### config.mk
export PLATFORM = sky130hd
export DESIGN_NAME = flce_cell
export DESIGN_NICKNAME = d
export VERILOG_FILES = /design/src/hdl/flce_pkg.sv /design/src/hdl/flce_cell.sv
export SDC_FILE = /design/constraint.sdc
export NUM_CORES = 1
export LEC_CHECK = 0
export ABC_CLOCK_PERIOD_IN_PS = 4400
export BUFFER_PORTS_ARGS = -buffer_cell sky130_fd_sc_hd__buf_2
export CORE_MARGIN = 3
export CORE_UTILIZATION = 25
export DETAILED_ROUTE_END_ITERATION = 8
export RECOVER_POWER = 25
export SYNTH_ARGS = -nofsm -noshare
export SYNTH_HDL_FRONTEND = slang
export SYNTH_SLANG_ARGS = --single-unit
export TNS_END_PERCENT = 50
### constraint.sdc
create_clock -name i_clk -period 4.4 [get_ports i_clk]
set_clock_uncertainty 0.15 [all_clocks]
set_input_delay 0.22 -clock i_clk [delete_from_list [all_inputs] [get_ports i_clk]]
set_output_delay 0.22 -clock i_clk [all_outputs]
set_load 0.02 [all_outputs]
### src/hdl/flce_pkg.sv
// shared types, codes and sizes of the fixed-capacity list engine
`default_nettype none
package flce_pkg;

    localparam int unsigned CAP_DEF = 256;
    localparam int unsigned IDX_W   = 13;
    localparam int unsigned WORD_W  = 32;
    localparam int unsigned GROUP_W = 16;

    // command codes
    localparam logic [3:0] CMD_PUSH   = 4'd0;
    localparam logic [3:0] CMD_POP    = 4'd1;
    localparam logic [3:0] CMD_CLEAR  = 4'd2;
    localparam logic [3:0] CMD_ERASE  = 4'd3;
    localparam logic [3:0] CMD_READ   = 4'd4;
    localparam logic [3:0] CMD_WRITE  = 4'd5;
    localparam logic [3:0] CMD_FIND   = 4'd6;
    localparam logic [3:0] CMD_INSERT = 4'd7;
    localparam logic [3:0] CMD_RESIZE = 4'd8;

    // status codes
    localparam logic [2:0] ST_OK       = 3'd0;
    localparam logic [2:0] ST_FULL     = 3'd1;
    localparam logic [2:0] ST_RANGE    = 3'd2;
    localparam logic [2:0] ST_EMPTY    = 3'd3;
    localparam logic [2:0] ST_NOTFOUND = 3'd4;

    // cell update operations
    localparam logic [2:0] OP_HOLD = 3'd0;
    localparam logic [2:0] OP_PUT  = 3'd1;
    localparam logic [2:0] OP_DOWN = 3'd2;
    localparam logic [2:0] OP_UP   = 3'd3;
    localparam logic [2:0] OP_ZERO = 3'd4;

    // cell flag modes
    localparam logic [1:0] FL_NONE  = 2'd0;
    localparam logic [1:0] FL_MATCH = 2'd1;
    localparam logic [1:0] FL_SEL   = 2'd2;

    typedef struct packed {
        logic [2:0]        op;
        logic [1:0]        fmode;
        logic [IDX_W-1:0]  a;
        logic [IDX_W-1:0]  b;
        logic [WORD_W-1:0] word;
    } t_cell_ctl;

    typedef struct packed {
        logic             hit;
        logic             last;
        logic [IDX_W-1:0] index;
    } t_scan_st;

endpackage
`default_nettype wire

### src/hdl/flce_cell.sv
// one list entry cell: shifts with its neighbors and flags a match or a select
`default_nettype none
module flce_cell #(
    parameter int unsigned INDEX = 0
) (
    input  wire logic                          i_clk,
    input  wire flce_pkg::t_cell_ctl           i_ctl,
    input  wire logic [flce_pkg::WORD_W-1:0]   i_left,
    input  wire logic [flce_pkg::WORD_W-1:0]   i_right,
    output logic      [flce_pkg::WORD_W-1:0]   o_entry,
    output logic                               o_flag
);

    localparam logic [flce_pkg::IDX_W-1:0] IDX = flce_pkg::IDX_W'(INDEX);

    logic [flce_pkg::WORD_W-1:0] r_entry;
    logic [flce_pkg::WORD_W-1:0] n_entry;

    always_comb begin
        n_entry = r_entry;
        case (i_ctl.op)
            flce_pkg::OP_PUT: begin
                if (IDX == i_ctl.a) begin
                    n_entry = i_ctl.word;
                end
            end
            flce_pkg::OP_DOWN: begin
                if (IDX >= i_ctl.a) begin
                    n_entry = i_right;
                end
            end
            flce_pkg::OP_UP: begin
                if (IDX > i_ctl.a) begin
                    n_entry = i_left;
                end else if (IDX == i_ctl.a) begin
                    n_entry = i_ctl.word;
                end
            end
            flce_pkg::OP_ZERO: begin
                if (IDX >= i_ctl.a && IDX < i_ctl.b) begin
                    n_entry = '0;
                end
            end
            default: begin
                n_entry = r_entry;
            end
        endcase
    end

    always_ff @(posedge i_clk) begin
        r_entry <= n_entry;
    end

    always_comb begin
        case (i_ctl.fmode)
            flce_pkg::FL_MATCH: o_flag = (r_entry == i_ctl.word) && (IDX < i_ctl.a);
            flce_pkg::FL_SEL:   o_flag = (IDX == i_ctl.a);
            default:            o_flag = 1'b0;
        endcase
    end

    assign o_entry = r_entry;

endmodule
`default_nettype wire

### Word-level counts from Yosys, hierarchy flattened

Index checks and enable logic that the tools add are counted.

* register bits after elaboration: 32
* bits of input ports: 128
* output and inout port bits: 33
* word-level logic and storage cells: 25

* order comparisons: 4
* equality and inequality tests: 9
* mux-type cells: 6
* reduce and logical (&&, ||, !) cells: 5

Operators with widths (number)
* 32-bit two-way mux: 4
* 32-bit case mux with 4 select lines: 1
* 32-bit == test: 1
* 1-bit by 13-bit < comparator with 1-bit output, first input constant: 2
* 1-bit by 13-bit >= comparator with 1-bit output, first input constant: 1
* 1-bit by 13-bit > comparator with 1-bit output, first input constant: 1
* 13-bit logical NOT: 1
* 3-bit by 2-bit == test with 1-bit output, second input constant: 2
* 2-bit inequality test, second input constant: 2
* 4-bit nonzero test: 1
* 3-bit by 1-bit == test with 1-bit output, second input constant: 1
* 3-bit == test, second input constant: 1
* 3-bit AND reduction: 1
* 2-bit by 1-bit == test with 1-bit output, second input constant: 1
* 2-bit == test, second input constant: 1
* 1-bit logical AND: 2
* 1-bit case mux with 2 select lines: 1

### Depth between registers and ports, before layout

Gate-level depths: netlist (run 1).

* word-level depth: 4
* gate-level depth with buffers: 6
* gate-level depth less buffers: 5

### Worst setup path after synthesis (run 1)

No wires, ideal clock.

* kind: input to register
* start point: input i_ctl[45] (netlist bit)
* end point: register r_entry, in the netlist o_entry[0], enable pin
* setup time: 0.472 ns
* arrival: 3.356 ns
* data required time: 3.778 ns
* setup slack: 0.421 ns
* stages on the path: 6
* path buffers: 1
* cell sequence: nor4_1 > nand4_1 > buf_6 > inv_1 > nand2_1 > o32ai_1

* word-level cells in the longest chain between the ends: 4
* elaborated cells between the ends (all ways): 5
* those cells by class: order compare (1); eq/ne (2); reduce/logical (2)

Ends and longest elaborated chain
* start: declaration: line flce_cell.sv:7 `input wire flce_pkg::t_cell_ctl i_ctl,`
* 1-bit by 13-bit >= comparator with 1-bit output (*): line flce_cell.sv:28, flce_cell.sv:40
* 1-bit logical AND: line flce_cell.sv:40 `if (IDX >= i_ctl.a && IDX < i_ctl.b) begin`
* 2-bit inequality test (no source line)
* 3-bit AND reduction (no source line) (*)
* end signal: assignment: line flce_cell.sv:51 `r_entry <= n_entry;`
* end: declaration: line flce_cell.sv:16 `logic [flce_pkg::WORD_W-1:0] r_entry;`

Mark *: on every way between the ends. The rest lies on a longest branch, timed or not.
A chain may end at the register's enable or synchronous reset.

### Final worst setup path (run 1)

* start point: register r_entry, in the netlist o_entry[19]
* end point: output o_flag

* word-level cells in the longest chain between the ends: 3

Ends and longest elaborated chain
* 32-bit == test: line flce_cell.sv:56 `flce_pkg::FL_MATCH: o_flag = (r_entry == i_ctl.word) && (IDX < i_ctl.a);`
* 1-bit logical AND: line flce_cell.sv:56
* 1-bit case mux with 2 select lines: line flce_cell.sv:55 `case (i_ctl.fmode)`
* end: declaration: line flce_cell.sv:11 `output logic o_flag`

Every way passes these cells.

==> summary.txt, run 1 <==
Critical path
  – Critical path class: reg -> out
  – Worst setup SP type: flop
  – WP data arrival: 2.03 ns
  – CP Max Fanout: 3
  – Worst Setup End Kind: output port
  – CP Data Required Time: 4.03 ns

Synth
  – Post-synthesis sequential area ratio: 44.5%
  – Cell Area, Synth: 0.00216 mm²
  – Synth top area share: 44.5%
  – Yosys top cell by area: edfxtp_1
  – Synth top area cells: edfxtp_1, mux2i_1, xnor2_1
  – Syn_nets: 335
  – Main synth FF type: edfxtp_1
  – Netlist cell types: 22
  – Cells after Synth: 205
  – Yosys reg bits: 32
  – Post-synth EDFFs: 32
  – YS warnings: 0
  – Asr flop ratio synth: 0%
  – Avg Cell Area, Syn: 10.5 µm²

Job
  – Max cap viols: 0

Placed design
  – Dpl cell area: 0.00289 mm²
  – Placed Cells incl. Taps: 431
  – RePlAce Congestion: 0.703
  – I/O Buffers: 128
  – Hpwl dp: 4620 µm

STA
  – WHS: 0.0699 ns
  – Final setup vio count: 0
  – Slew Limit Fails: 0
  – Slew HR: 39.9%
  – Hold Fails Final Rpt: 0
  – Tmin final: 2.40 ns
  – Period Utilization, post-route: 54.5%
  – RSZ-0062 raised after global routing: no
  – Setup TNS: 0 ns
  – Highest clock rate: 417 MHz
  – Worst Max-Slew Pin Slew: 0.899 ns

Global route
  – Vias in the first global route: 2001
  – Largest net degree at the start of global routing: 36
  – Met1 GRT Util: 15.6%
  – Met2 Resource Use GR: 21.2%
  – GR Util met3: 3.11%
  – Grt peak-use layer: met2
  – Congestion Overflow GR: 0
  – First-pass GRT wire length: 9830 µm
  – Initial antenna violation count: 0
  – GRT Util Overall: 12.4%

Power
  – Sw Share: 27.6%
  – Lkg Pwr: 1.36 nW
  – Internal: 535 µW
  – Logic pwr share: 20.9%
  – Pwr dens: 251 mW/mm²
  – VDD IR-drop max: 0.000110 V
  – Net switching power: 203 µW
  – Sequential power share: 49.9%
  – Clk pwr share: 29.1%

Cells and area
  – Leading cell type in the layout, fill and taps excluded: buf_2
  – Layout cell share with drive strength beyond 1: 35.3%
  – Area Growth Syn to Fin: 36.3%
  – Cell area after layout: 0.00294 mm²
  – Antenna diodes: 0
  – Max reg flops: 32
  – Nets@finish: 463
  – Finished Layout Cells: 439
  – Most frequent cells in the layout: buf_2, nand2_1, mux2i_1, edfxtp_1, o21ai_1

Clock tree
  – Postcts setup bufs: 0
  – Post-CTS Resized: 0
  – CTS tree: built
  – H-tree depth: 2
  – Hold Buf Count CTS: 0
  – Root Driver: clkbuf_8
  – Clock Latency Late Sink: 0.28 ns
  – Total clock sinks: 32
  – Clk buf depth: 2
  – Total CTS buffers: 5
  – CTS clk-pin slew, worst paths: 0.07 ns

Detailed routing
  – DR iter-0 viols: 66
  – DR vias: 1947
  – Drt drc: 0
  – Final ANT Viol Nets: 0
  – Pre-Repair DR Iteration Count: 4
  – Drt total wl: 6130 µm
  – Routed wire per std cell: 14.0 µm
  – DR vias/cell: 4.44

Hold path
  – Hold Crit Class: in -> reg

Floorplan
  – Die Height: 98.9 µm
  – IO Count: 161
  – Placeable Area: 0.00830 mm²
  – Initial Utilization: 26.0%
  – Row count: 33
  – Die X: 98.9 µm
  – Die Area: 0.00979 mm²

Status
  – Status: completed
-- kinds of logic after synthesis --
group                      Yosys count  share of synthesized area [%]
DFF                                 32                           44.5
and+or+nand+nor                     57                           12.3
AOI/OAI and AO/OA                   36                           9.04
buffers and inverters               14                           5.16
xor gates and xnor gates            32                           13.0
adders and majority gates            2                           1.16
muxes                               32                           14.8
-- cells in the mapped netlist (2+ instances only) --
cell	count
ha_1	2
clkbuf_1	4
edfxtp_1	32
nand2b_1	2
inv_1	4
o21ai_0	2
mux2i_1	32
o21ai_1	30
xor2_1	9
a21oi_1	2
nor4_1	7
nand2_1	33
xnor2_1	23
buf_12	3
nor2_1	3
nand4_1	9
buf_2	2
nor3_1	2
-- critical path, stage by stage (launching register included) --
cell	delay (ns)
edfxtp_1	0.42
xnor2_1	0.24
nand4_1	0.12
nor4_1	0.42
nand4_1	0.20
o32ai_2	0.14
buf_2	0.20
-- cell type report --
class | instances | area (µm²)
clock buffer | 5 | 68.8
multi-input combinational | 159 | 1120
clock inverter | 3 | 13.8
tap | 105 | 131
inverter | 4 | 15.0
fill | 893 | 5360
timing repair buffer | 131 | 633
sequential | 32 | 961
-- per-layer routing --
| layer | vias up | wire length, µm |
|---|---|---|
| met5 | - | 0 |
| met4 | 0 | 46 |
| met3 | 7 | 350 |
| met2 | 64 | 3070 |
| met1 | 877 | 2670 |
| li1 | 999 | - |
-- power by group through the flow --
stage	Clock, mW	Combinational [mW]	Sequential, mW
floorplan	0	0.0609	0.393
global placement	0	0.159	0.374
detailed placement	0	0.160	0.375
CTS	0.232	0.161	0.369
global route	0.245	0.173	0.371
finish	0.215	0.155	0.369
-- metrics by stage --
step	power [mW]	setup slack (ns)	utilization [%]
global placement	0.533	1.94	34.8
global route	0.790	1.64	35.5
floorplan	0.454	0.421	-
detailed placement	0.536	1.93	34.8
finish	0.739	2.00	35.5
CTS	0.762	1.80	35.8
-- path summary, 6_finish.rpt --
check,startpoint,to,cells past startpoint,slack (ns)
setup / recovery,o_entry[19]$_DFFE_PP_,o_flag,6,2.00
hold / removal,i_right[6],o_entry[6]$_DFFE_PP_,3,0.07
setup reg to reg,o_entry[23]$_DFFE_PP_,o_entry[23]$_DFFE_PP_,2,3.28
hold reg to reg,o_entry[0]$_DFFE_PP_,o_entry[0]$_DFFE_PP_,2,0.53
No activity file was read; power rests on OpenSTA's default activity.
==> run 2: changes to the inputs <==
--- a/config.mk
+++ b/config.mk
@@ -5,7 +5,7 @@
 export SDC_FILE = /design/constraint.sdc
 export NUM_CORES = 1
 export LEC_CHECK = 0
-export ABC_CLOCK_PERIOD_IN_PS = 4400
+export ABC_CLOCK_PERIOD_IN_PS = 2300
 export BUFFER_PORTS_ARGS = -buffer_cell sky130_fd_sc_hd__buf_2
 export CORE_MARGIN = 3
 export CORE_UTILIZATION = 25
==> constraint.sdc (replaced) <==
create_clock -name i_clk -period 2.3 [get_ports i_clk]
set_clock_uncertainty 0.15 [all_clocks]
set_input_delay 0.115 -clock i_clk [delete_from_list [all_inputs] [get_ports i_clk]]
set_output_delay 0.115 -clock i_clk [all_outputs]
set_load 0.02 [all_outputs]
==> run 2 against run 1 <==
Effect of this change:
- critical path depth up 1
- sequential power up 92%
- non-clock buffer count up 35
- utilization up 4.4 points
- flip-flop and latch count unchanged
- total power up 97%
- worst setup slack worse by 1.9 ns
- first-iteration DRC count down 11%
- wire length up 11%
- critical path type unchanged
- worst hold slack worse by 0.040 ns
- clock power up 84%
- count of clock-buffer cells in the layout unchanged
==> summary.txt, run 2 (synthesis results as in run 1) <==
Floorplan
  – Die Height: 98.9 µm
  – IO Count: 161
  – Placeable Area: 0.00830 mm²
  – Die X: 98.9 µm
  – Die Area: 0.00979 mm²
  – Initial Utilization: 26.0%
  – Row count: 33

STA
  – Tmin final: 2.18 ns
  – Period Utilization, post-route: 94.9%
  – Hold Fails Final Rpt: 0
  – Highest clock rate: 458 MHz
  – Slew HR: 74.5%
  – WHS: 0.0299 ns
  – Setup TNS: 0 ns
  – Final setup vio count: 0
  – Slew Limit Fails: 0
  – Worst Max-Slew Pin Slew: 0.382 ns

Detailed routing
  – DR iter-0 viols: 59
  – DR vias: 2164
  – Drt drc: 0
  – DR vias/cell: 4.58
  – Drt total wl: 6790 µm
  – Pre-Repair DR Iteration Count: 4
  – Final ANT Viol Nets: 0
  – Routed wire per std cell: 14.3 µm

Critical path
  – R2R Setup Slk: 1.20 ns
  – R2r endpoint: o_entry[22]$_DFFE_PP_
  – CP Data Required Time: 2.04 ns
  – R2R depth: 2
  – Worst Setup End Kind: output port
  – CP Max Fanout: 3
  – Critical path class: reg -> out
  – Critical path origin: o_entry[11]$_DFFE_PP_
  – R2R Path Start: o_entry[22]$_DFFE_PP_
  – WP data arrival: 1.92 ns
  – Worst setup SP type: flop
  – Worst Setup EP: o_flag

Placed design
  – Placed Cells incl. Taps: 435
  – I/O Buffers: 128
  – RePlAce Congestion: 0.753
  – Hpwl dp: 5030 µm

Hold path
  – Worst hold path cell count: 3
  – Hold Startpoint: i_right[1]
  – Hold Crit Class: in -> reg

Power
  – Lkg Pwr: 1.52 nW
  – Total power: 1.45 mW
  – VDD IR-drop max: 0.000202 V
  – Pwr dens: 438 mW/mm²

Global route
  – Vias in the first global route: 2266
  – Initial antenna violation count: 0
  – GRT Util Overall: 13.9%
  – Largest net degree at the start of global routing: 33
  – First-pass GRT wire length: 10900 µm
  – Congestion Overflow GR: 0

Clock tree
  – CTS clk-pin slew, worst paths: 0.07 ns
  – Postcts setup bufs: 0
  – CTS tree: built
  – Clk buf depth: 2
  – Total clock sinks: 32
  – Clock Latency Late Sink: 0.27 ns
  – Root Driver: clkbuf_8
  – H-tree depth: 2
  – Total CTS buffers: 5

Cells and area
  – Most frequent cells in the layout: buf_2, nand2_1, mux2i_1, edfxtp_1, dlygate4sd3_1
  – Antenna diodes: 0
  – Max reg flops: 32
  – Final Util: 39.9%
  – Layout cell share with drive strength beyond 1: 33.7%
  – Area Growth Syn to Fin: 53.3%
  – Leading cell type in the layout, fill and taps excluded: buf_2
  – Nets@finish: 498
  – Finished Layout Cells: 473

Status
  – Status: completed

Job
  – Max cap viols: 0
-- run 2: cell count changes in the layout (fill, tap and decap cells not counted) --
cell / delta
dlygate4sd3_1: +31
xnor2_1: -3
nor4b_1: -1
buf_4: +3
buf_12: +1
a21oi_2: +1
a21oi_4: -1
xnor2_2: +3
clkinv_1: +1
nor4b_2: +1
clkinv_2: -2
-- run 2: critical path, cell delays in order (launching register included) --
cell and delay, ns:
edfxtp_1 0.46, xnor2_2 0.19, nand4_1 0.13, nor4_1 0.28, buf_4 0.16, nand4_1 0.08, o32ai_2 0.13, buf_2 0.21
-- run 2: metrics by stage --
step / cell area, µm² / worst slack [ns]
CTS: 3310 / 0.0304
finish: 3310 / 0.116
floorplan: 2180 / 0.0884
global placement: 2930 / 0.394
global route: 3310 / -0.00721
detailed placement: 2930 / 0.342
-- run 2: what timing repair did --
item	4_1_cts	5_1_grt
hold buffers	31	0
endpoints found under the hold margin	31	0
setup endpoints to repair	0	1
gates resized for setup	0	4
-- run 2: cell type report --
| class | instances | area [µm²] |
|---|---|---|
| repair buffers | 166 | 986 |
| inverters | 4 | 15.0 |
| flip-flops and latches | 32 | 961 |
| multi-input cells | 159 | 1140 |
| fillers | 843 | 4990 |
| clock inverters | 2 | 7.51 |
| well taps | 105 | 131 |
| clock buffers | 5 | 68.8 |
-- run 2: where the power goes --
group	internal, mW	total, mW	switching (mW)
Combinational	0.178	0.350	0.172
Clock	0.200	0.395	0.195
Sequential	0.681	0.707	0.0253
-- run 2: per-layer routing --
layer | track usage [%] | wire, µm
met1 | 15.9 | 2750
met2 | 25.4 | 3600
met3 | 3.68 | 361
met4 | 3.57 | 75
met5 | 0 | 0
-- run 2: how the worst min path moves through the flow --
stage                             to  slack (ns)
6_report        o_entry[1]$_DFFE_PP_        0.03
3_5_place_dp   o_entry[24]$_DFFE_PP_        0.25
3_3_place_gp   o_entry[26]$_DFFE_PP_        0.24
5_1_grt         o_entry[1]$_DFFE_PP_        0.04
2_1_floorplan  o_entry[23]$_DFFE_PP_        0.15
4_1_cts         o_entry[1]$_DFFE_PP_       0.001
